===== src/rtl/core/snake_pkg.sv =====
`timescale 1ns / 1ps
// ----------------------------------------------------------------------------
// Snake activation package
// Shared sizes, fixed-point constants, codes and the CORDIC arctangent table.
// ----------------------------------------------------------------------------
package snake_pkg;

  // Storage and iteration counts.
  localparam int CHANNELS     = 256;
  localparam int CORDIC_STEPS = 16;
  localparam int CH_AW        = (CHANNELS > 1) ? $clog2(CHANNELS) : 1;

  // Field widths.
  localparam int CH_W    = 8;
  localparam int CNT_W   = 9;
  localparam int VAL_W   = 24;
  localparam int ALPHA_W = 20;
  localparam int RECIP_W = 24;
  localparam int MAG_W   = 44;
  localparam int SQ_W    = 31;

  // Pipeline depths: the divider yields one quotient bit per stage, the sine
  // path needs seven stages around the CORDIC. Both meet at the table port.
  localparam int DIV_BITS  = RECIP_W;
  localparam int SINE_LAT  = CORDIC_STEPS + 7;
  localparam int MEM_STAGE = (SINE_LAT > DIV_BITS) ? SINE_LAT : DIV_BITS;

  // 2^32 >> DIV_BITS: the top of the dividend, and the largest alpha whose
  // reciprocal saturates.
  localparam int DIV_NUM_TOP = 256;

  // Phase reduction constants (Q.32) and the reciprocal of pi for the
  // quotient estimate, scaled by 2^(PI_RECIP_SHIFT + MAG_HI_LSB - 32).
  localparam logic [33:0] PI_Q32         = 34'd13493037705;
  localparam logic [33:0] HALF_PI_Q32    = 34'd6746518852;
  localparam logic [15:0] PI_RECIP       = 16'd41721;
  localparam int          PI_RECIP_SHIFT = 27;
  localparam int          MAG_HI_LSB     = 22;

  // CORDIC start value, Q2.30.
  localparam logic signed [33:0] CORDIC_GAIN = 34'sd652032874;

  localparam logic [ALPHA_W-1:0] ALPHA_MAX = '1;
  localparam logic [RECIP_W-1:0] RECIP_MAX = '1;

  typedef enum logic {
    CMD_LOAD   = 1'b0,
    CMD_SAMPLE = 1'b1
  } cmd_e;

  typedef enum logic [1:0] {
    ST_OK    = 2'd0,
    ST_SAT   = 2'd1,
    ST_ALPHA = 2'd2,
    ST_RANGE = 2'd3
  } status_e;

  // Truncated arctangents of 2^-i in Q2.30.
  function automatic logic [31:0] atan_q30(input int unsigned i);
    logic [31:0] a;
    unique case (i)
      0:  a = 32'h3243F6A8;
      1:  a = 32'h1DAC6705;
      2:  a = 32'h0FADBAFC;
      3:  a = 32'h07F56EA6;
      4:  a = 32'h03FEAB76;
      5:  a = 32'h01FFD55B;
      6:  a = 32'h00FFFAAA;
      7:  a = 32'h007FFF55;
      8:  a = 32'h003FFFEA;
      9:  a = 32'h001FFFFD;
      10: a = 32'h000FFFFF;
      11: a = 32'h0007FFFF;
      12: a = 32'h0003FFFF;
      13: a = 32'h0001FFFF;
      14: a = 32'h0000FFFF;
      15: a = 32'h00007FFF;
      16: a = 32'h00003FFF;
      17: a = 32'h00001FFF;
      18: a = 32'h00000FFF;
      19: a = 32'h000007FF;
      20: a = 32'h000003FF;
      21: a = 32'h000001FF;
      22: a = 32'h000000FF;
      23: a = 32'h0000007F;
      default: a = 32'h00000000;
    endcase
    return a;
  endfunction

endpackage


===== src/rtl/core/snake_div.sv =====
`timescale 1ns / 1ps
// ----------------------------------------------------------------------------
// Snake reciprocal divider
// Pipelined restoring division giving round(2^32 / alpha) for alpha above
// the saturation limit, one quotient bit per stage, padded to the table stage.
// ----------------------------------------------------------------------------
module snake_div (
  input  logic                           clk_i,
  input  logic                           en_i,
  input  logic [snake_pkg::ALPHA_W-1:0]  den_i,
  output logic [snake_pkg::RECIP_W-1:0]  quo_o
);
  import snake_pkg::*;

  logic [ALPHA_W-1:0]  rem_q [1:DIV_BITS];
  logic [ALPHA_W-1:0]  den_q [1:DIV_BITS];
  logic [DIV_BITS-1:0] num_q [1:DIV_BITS];
  logic [DIV_BITS-1:0] quo_q [1:MEM_STAGE];

  for (genvar k = 0; k < MEM_STAGE; k++) begin : g_stage
    if (k < DIV_BITS) begin : g_step
      logic [ALPHA_W-1:0]  rem_in;
      logic [ALPHA_W-1:0]  den_in;
      logic [DIV_BITS-1:0] num_in;
      logic [DIV_BITS-1:0] quo_in;
      logic [ALPHA_W:0]    trial;
      logic [ALPHA_W:0]    diff;
      logic                fits;

      // The first stage starts from the dividend 2^32 + alpha/2.
      if (k == 0) begin : g_first
        assign rem_in = ALPHA_W'(DIV_NUM_TOP);
        assign den_in = den_i;
        assign num_in = DIV_BITS'(den_i >> 1);
        assign quo_in = '0;
      end else begin : g_next
        assign rem_in = rem_q[k];
        assign den_in = den_q[k];
        assign num_in = num_q[k];
        assign quo_in = quo_q[k];
      end

      // Bring down one dividend bit and subtract where it fits.
      assign trial = {rem_in, num_in[DIV_BITS-1]};
      assign diff  = trial - {1'b0, den_in};
      assign fits  = (trial >= {1'b0, den_in});

      always_ff @(posedge clk_i) begin
        if (en_i) begin
          rem_q[k+1] <= fits ? diff[ALPHA_W-1:0] : trial[ALPHA_W-1:0];
          den_q[k+1] <= den_in;
          num_q[k+1] <= num_in << 1;
          quo_q[k+1] <= {quo_in[DIV_BITS-2:0], fits};
        end
      end
    end else begin : g_pad
      // Delay the finished quotient up to the table stage.
      always_ff @(posedge clk_i) begin
        if (en_i) begin
          quo_q[k+1] <= quo_q[k];
        end
      end
    end
  end

  assign quo_o = quo_q[MEM_STAGE];

endmodule


===== config.mk =====
export PLATFORM = sky130hd
export DESIGN_NAME = snake_div
export DESIGN_NICKNAME = d
export VERILOG_FILES = /design/src/rtl/core/snake_pkg.sv /design/src/rtl/core/snake_div.sv
export SDC_FILE = /design/constraint.sdc
export NUM_CORES = 2
export LEC_CHECK = 0
export ABC_AREA = 1
export BUFFER_PORTS_ARGS = -buffer_cell sky130_fd_sc_hd__buf_2
export CAP_MARGIN = 25
export CORE_MARGIN = 1
export CORE_UTILIZATION = 45
export DETAILED_ROUTE_END_ITERATION = 16
export GPL_TIMING_DRIVEN = 0
export PLACE_DENSITY = 0.71
export SYNTH_ARGS = -nofsm -noshare
export SYNTH_HDL_FRONTEND = slang
export SYNTH_SLANG_ARGS = --single-unit

===== constraint.sdc =====
create_clock -name clk_i -period 1.8 [get_ports clk_i]
set_clock_uncertainty 0.05 [all_clocks]
set_input_delay 0.18 -clock clk_i [delete_from_list [all_inputs] [get_ports clk_i]]
set_output_delay 0.18 -clock clk_i [all_outputs]
set_load 0.01 [all_outputs]

==> qor.yml <==
run_status:
  status: "finished, violations left"
  failed_checks: "hold timing, setup timing"
critical_path:
  cp-end-kind: "flop"
  worstPathArrival_ns: 2.83
  start_kind: "flop"
  worstSetupPathType: "reg -> reg"
  worstPathRequired_ns: 2.26
  critPathMaxFanout: 5
synth:
  ys_types: 37
  synth_common_cells: "nand2_1, inv_1, edfxtp_1"
  synth_seq_area_share_pct: 50.0
  async_reset_ff_share_pct: 0
  post-synth-top-count-cell: "nand2_1"
  ys_top_cells_by_area: "edfxtp_1, nand2_1, ha_1, inv_1, nand3_1"
  avgSynthCellArea_um2: 8.40
  ys_warn_count: 0
  yosys_register_bits: 1220
  syn_area_um2: 73200
  synth.largest_area_cell: "edfxtp_1"
  synth_top_area_share_pct: 50.0
  synth_flop_cell: "edfxtp_1"
  synth_cells: 8717
  synth_edf_count: 1220
die:
  num_rows: 147
  pin_count: 46
  die_w_um: 405
  die-area_um2: 164000
  initial_utilization_pct: 45.4
  die_h_um: 405
  core_um2: 161000
clock_network:
  root_buffer: "clkbuf_16"
  clk_path_buf_depth: 3
  cts_tree: "yes"
  htree_levels: 4
  numCtsBuffers: 135
  path_clk_slew_ns: 0.06
  cts.sinks: 1220
  hold_buffers: 26
  clock_latency_ns: 0.80
global_routing:
  antenna_found_initial: 1
  grt.total_usage_pct: 24.4
  grt_pass1_vias: 56600
  gr-total-overflow: 0
  grt_max_degree: 192
  grt_first_pass_wirelength_mm: 312
power_and_ir_drop:
  p_comb_share_pct: 55.4
  power_switching_mw: 73.4
  irDropWorstVdd_mv: 1.28
  seqPwrFrac_pct: 27.7
  p_leak_nw: 44.0
  cell_internal_pwr_mw: 99.6
  p_total_mw: 173
  cellPowerDensity_nw_per_um2: 1770
  pwr-share-clk_pct: 16.9
  switching_share_pct: 42.4
placed_design:
  dpl.hpwl_mm: 152
  io_buffers: 45
  gp_congestion: 0.922
  pre_cts_ws_ns: -0.954
flow_run:
  maxCapViolations: 0
sta:
  slew_violations: 0
  hold_viol_final: 57
  fin_crit_ns: 2.38
  period_share_pct: 132
  max_freq_mhz: 421
  setup_viol: 690
  slew_headroom_pct: 35.1
  setup_slack_ns: -0.576
  hold_slack_ns: -0.252
  worstMarginPinSlew_ns: 0.974
  rsz0062_at_grt: "yes"
drt:
  drt_iter0_markers: 4695
  wirelength_mm: 206
  drc: 0
  routed-via-count: 59300
  dr.pass1.iters: 6
  ant_nets: 0
  wl_per_cell_um: 17.4
  vias_per_cell: 5.00
worst_hold_path:
  hold_path.class: "in -> reg"
final_layout:
  nNetsFinal: 10100
  antenna_cells: 0
  area_growth_pct: 33.2
  drive_above_1_share_pct: 30.7
[critical path: stages (launching register included)]
cell and delay [ns]:
edfxtp_1 0.53, inv_2 0.20, ha_4 0.26, a21oi_4 0.15, o21a_1 0.14, nand2_1 0.06
nor2_2 0.14, nand2_4 0.12, buf_12 0.16, clkbuf_16 0.15, nand2_2 0.06, nand2_2 0.07
[power by group through the flow]
stage / registers, mW / logic (mW) / clock network, mW
final: 47.9 / 95.8 / 29.3
after global routing: 48.4 / 105 / 31.1
after CTS: 47.8 / 83.5 / 29.9
after detailed placement: 48.2 / 73.0 / 0
after global placement: 48.8 / 71.1 / 0
after floorplan: 45.5 / 54.5 / 0
[metal layers]
metal	GRT usage [%]	share of wire (%)	vias to the layer above
li1	-	-	29600
met1	32.0	43	27900
met2	42.0	49	1392
met3	2.93	4.4	345
met4	7.75	3.0	0
met5	0	0	-
[logic make-up after synthesis]
group	Yosys count	share of synthesized area (%)
adders and majority gates	483	8.48
other	1	0.00512
AOI/OAI and AO/OA	445	3.26
DFF	1220	50.0
buffers and inverters	1583	8.79
and+or+nand+nor	4772	26.9
xor gates and xnor gates	213	2.55
[final cells by class]
type,instances,area [um^2]
Fill cell,13500,63600
Timing Repair Buffer,721,6490
Tap cell,2160,2700
Clock buffer,151,3440
Timing Repair inverter,2,15.0
Buffer,62,935
Multi-Input combinational cell,5918,40100
Clock inverter,98,1350
Sequential cell,1220,36600
Inverter,1517,5900
[flip-flops by register name, indices dropped and copies added, names as in the netlist]
| name | flops |
|---|---|
| rem_q | 460 |
| quo_q | 300 |
| den_q | 460 |
[stage by stage]
| step | instances | setup TNS, ns | instance area [um^2] | utilization (%) | hold slack [ns] |
|---|---|---|---|---|---|
| floorplan | 8721 | -21.09 | 79200 | - | 0.229 |
| global placement | 10900 | - | 82100 | 51.0 | 0.322 |
| detailed placement | 10900 | -675.88 | 82300 | 51.1 | 0.324 |
| CTS | 11600 | -185.02 | 92400 | 57.4 | -0.299 |
| global route | 11800 | -273.40 | 97500 | 60.5 | -0.277 |
| finish | 11800 | -191.49 | 97500 | 60.5 | -0.252 |
[repair_timing]
item | 4_1_cts | 5_1_grt
hold endpoints to repair | 93 | 57
setup buffers | 327 | 281
setup endpoints to repair | 709 | 828
pin swaps | 282 | 369
gates cloned | 21 | 17
gates resized for setup | 591 | 818
[path summary, 6_finish.rpt]
| check | startpoint | end | slack, ns | cells past startpoint |
|---|---|---|---|---|
| max | den_q[0][138] | rem_q[0][148] | -0.58 | 11 |
| min | en_i | den_q[0][115] | -0.25 | 1 |
| max reg2reg | den_q[0][138] | rem_q[0][148] | -0.58 | 11 |
| min reg2reg | quo_q[23][3] | quo_q[24][4] | 0.35 | 0 |
[cell usage in the layout (no fill, tap or decap), drive strengths merged, types with 29 or more instances in the layout]
| master | count |
|---|---|
| nand2 | 3315 |
| xor2 | 190 |
| nor3 | 72 |
| buf | 740 |
| ha | 461 |
| edfxtp | 1220 |
| nand3b | 105 |
| nor2 | 660 |
| clkbuf | 167 |
| a21oi | 308 |
| inv | 1524 |
| clkinv | 62 |
| nand3 | 584 |
| nand4 | 29 |
| o21ai | 94 |
No activity file was read; power rests on OpenSTA's default activity.
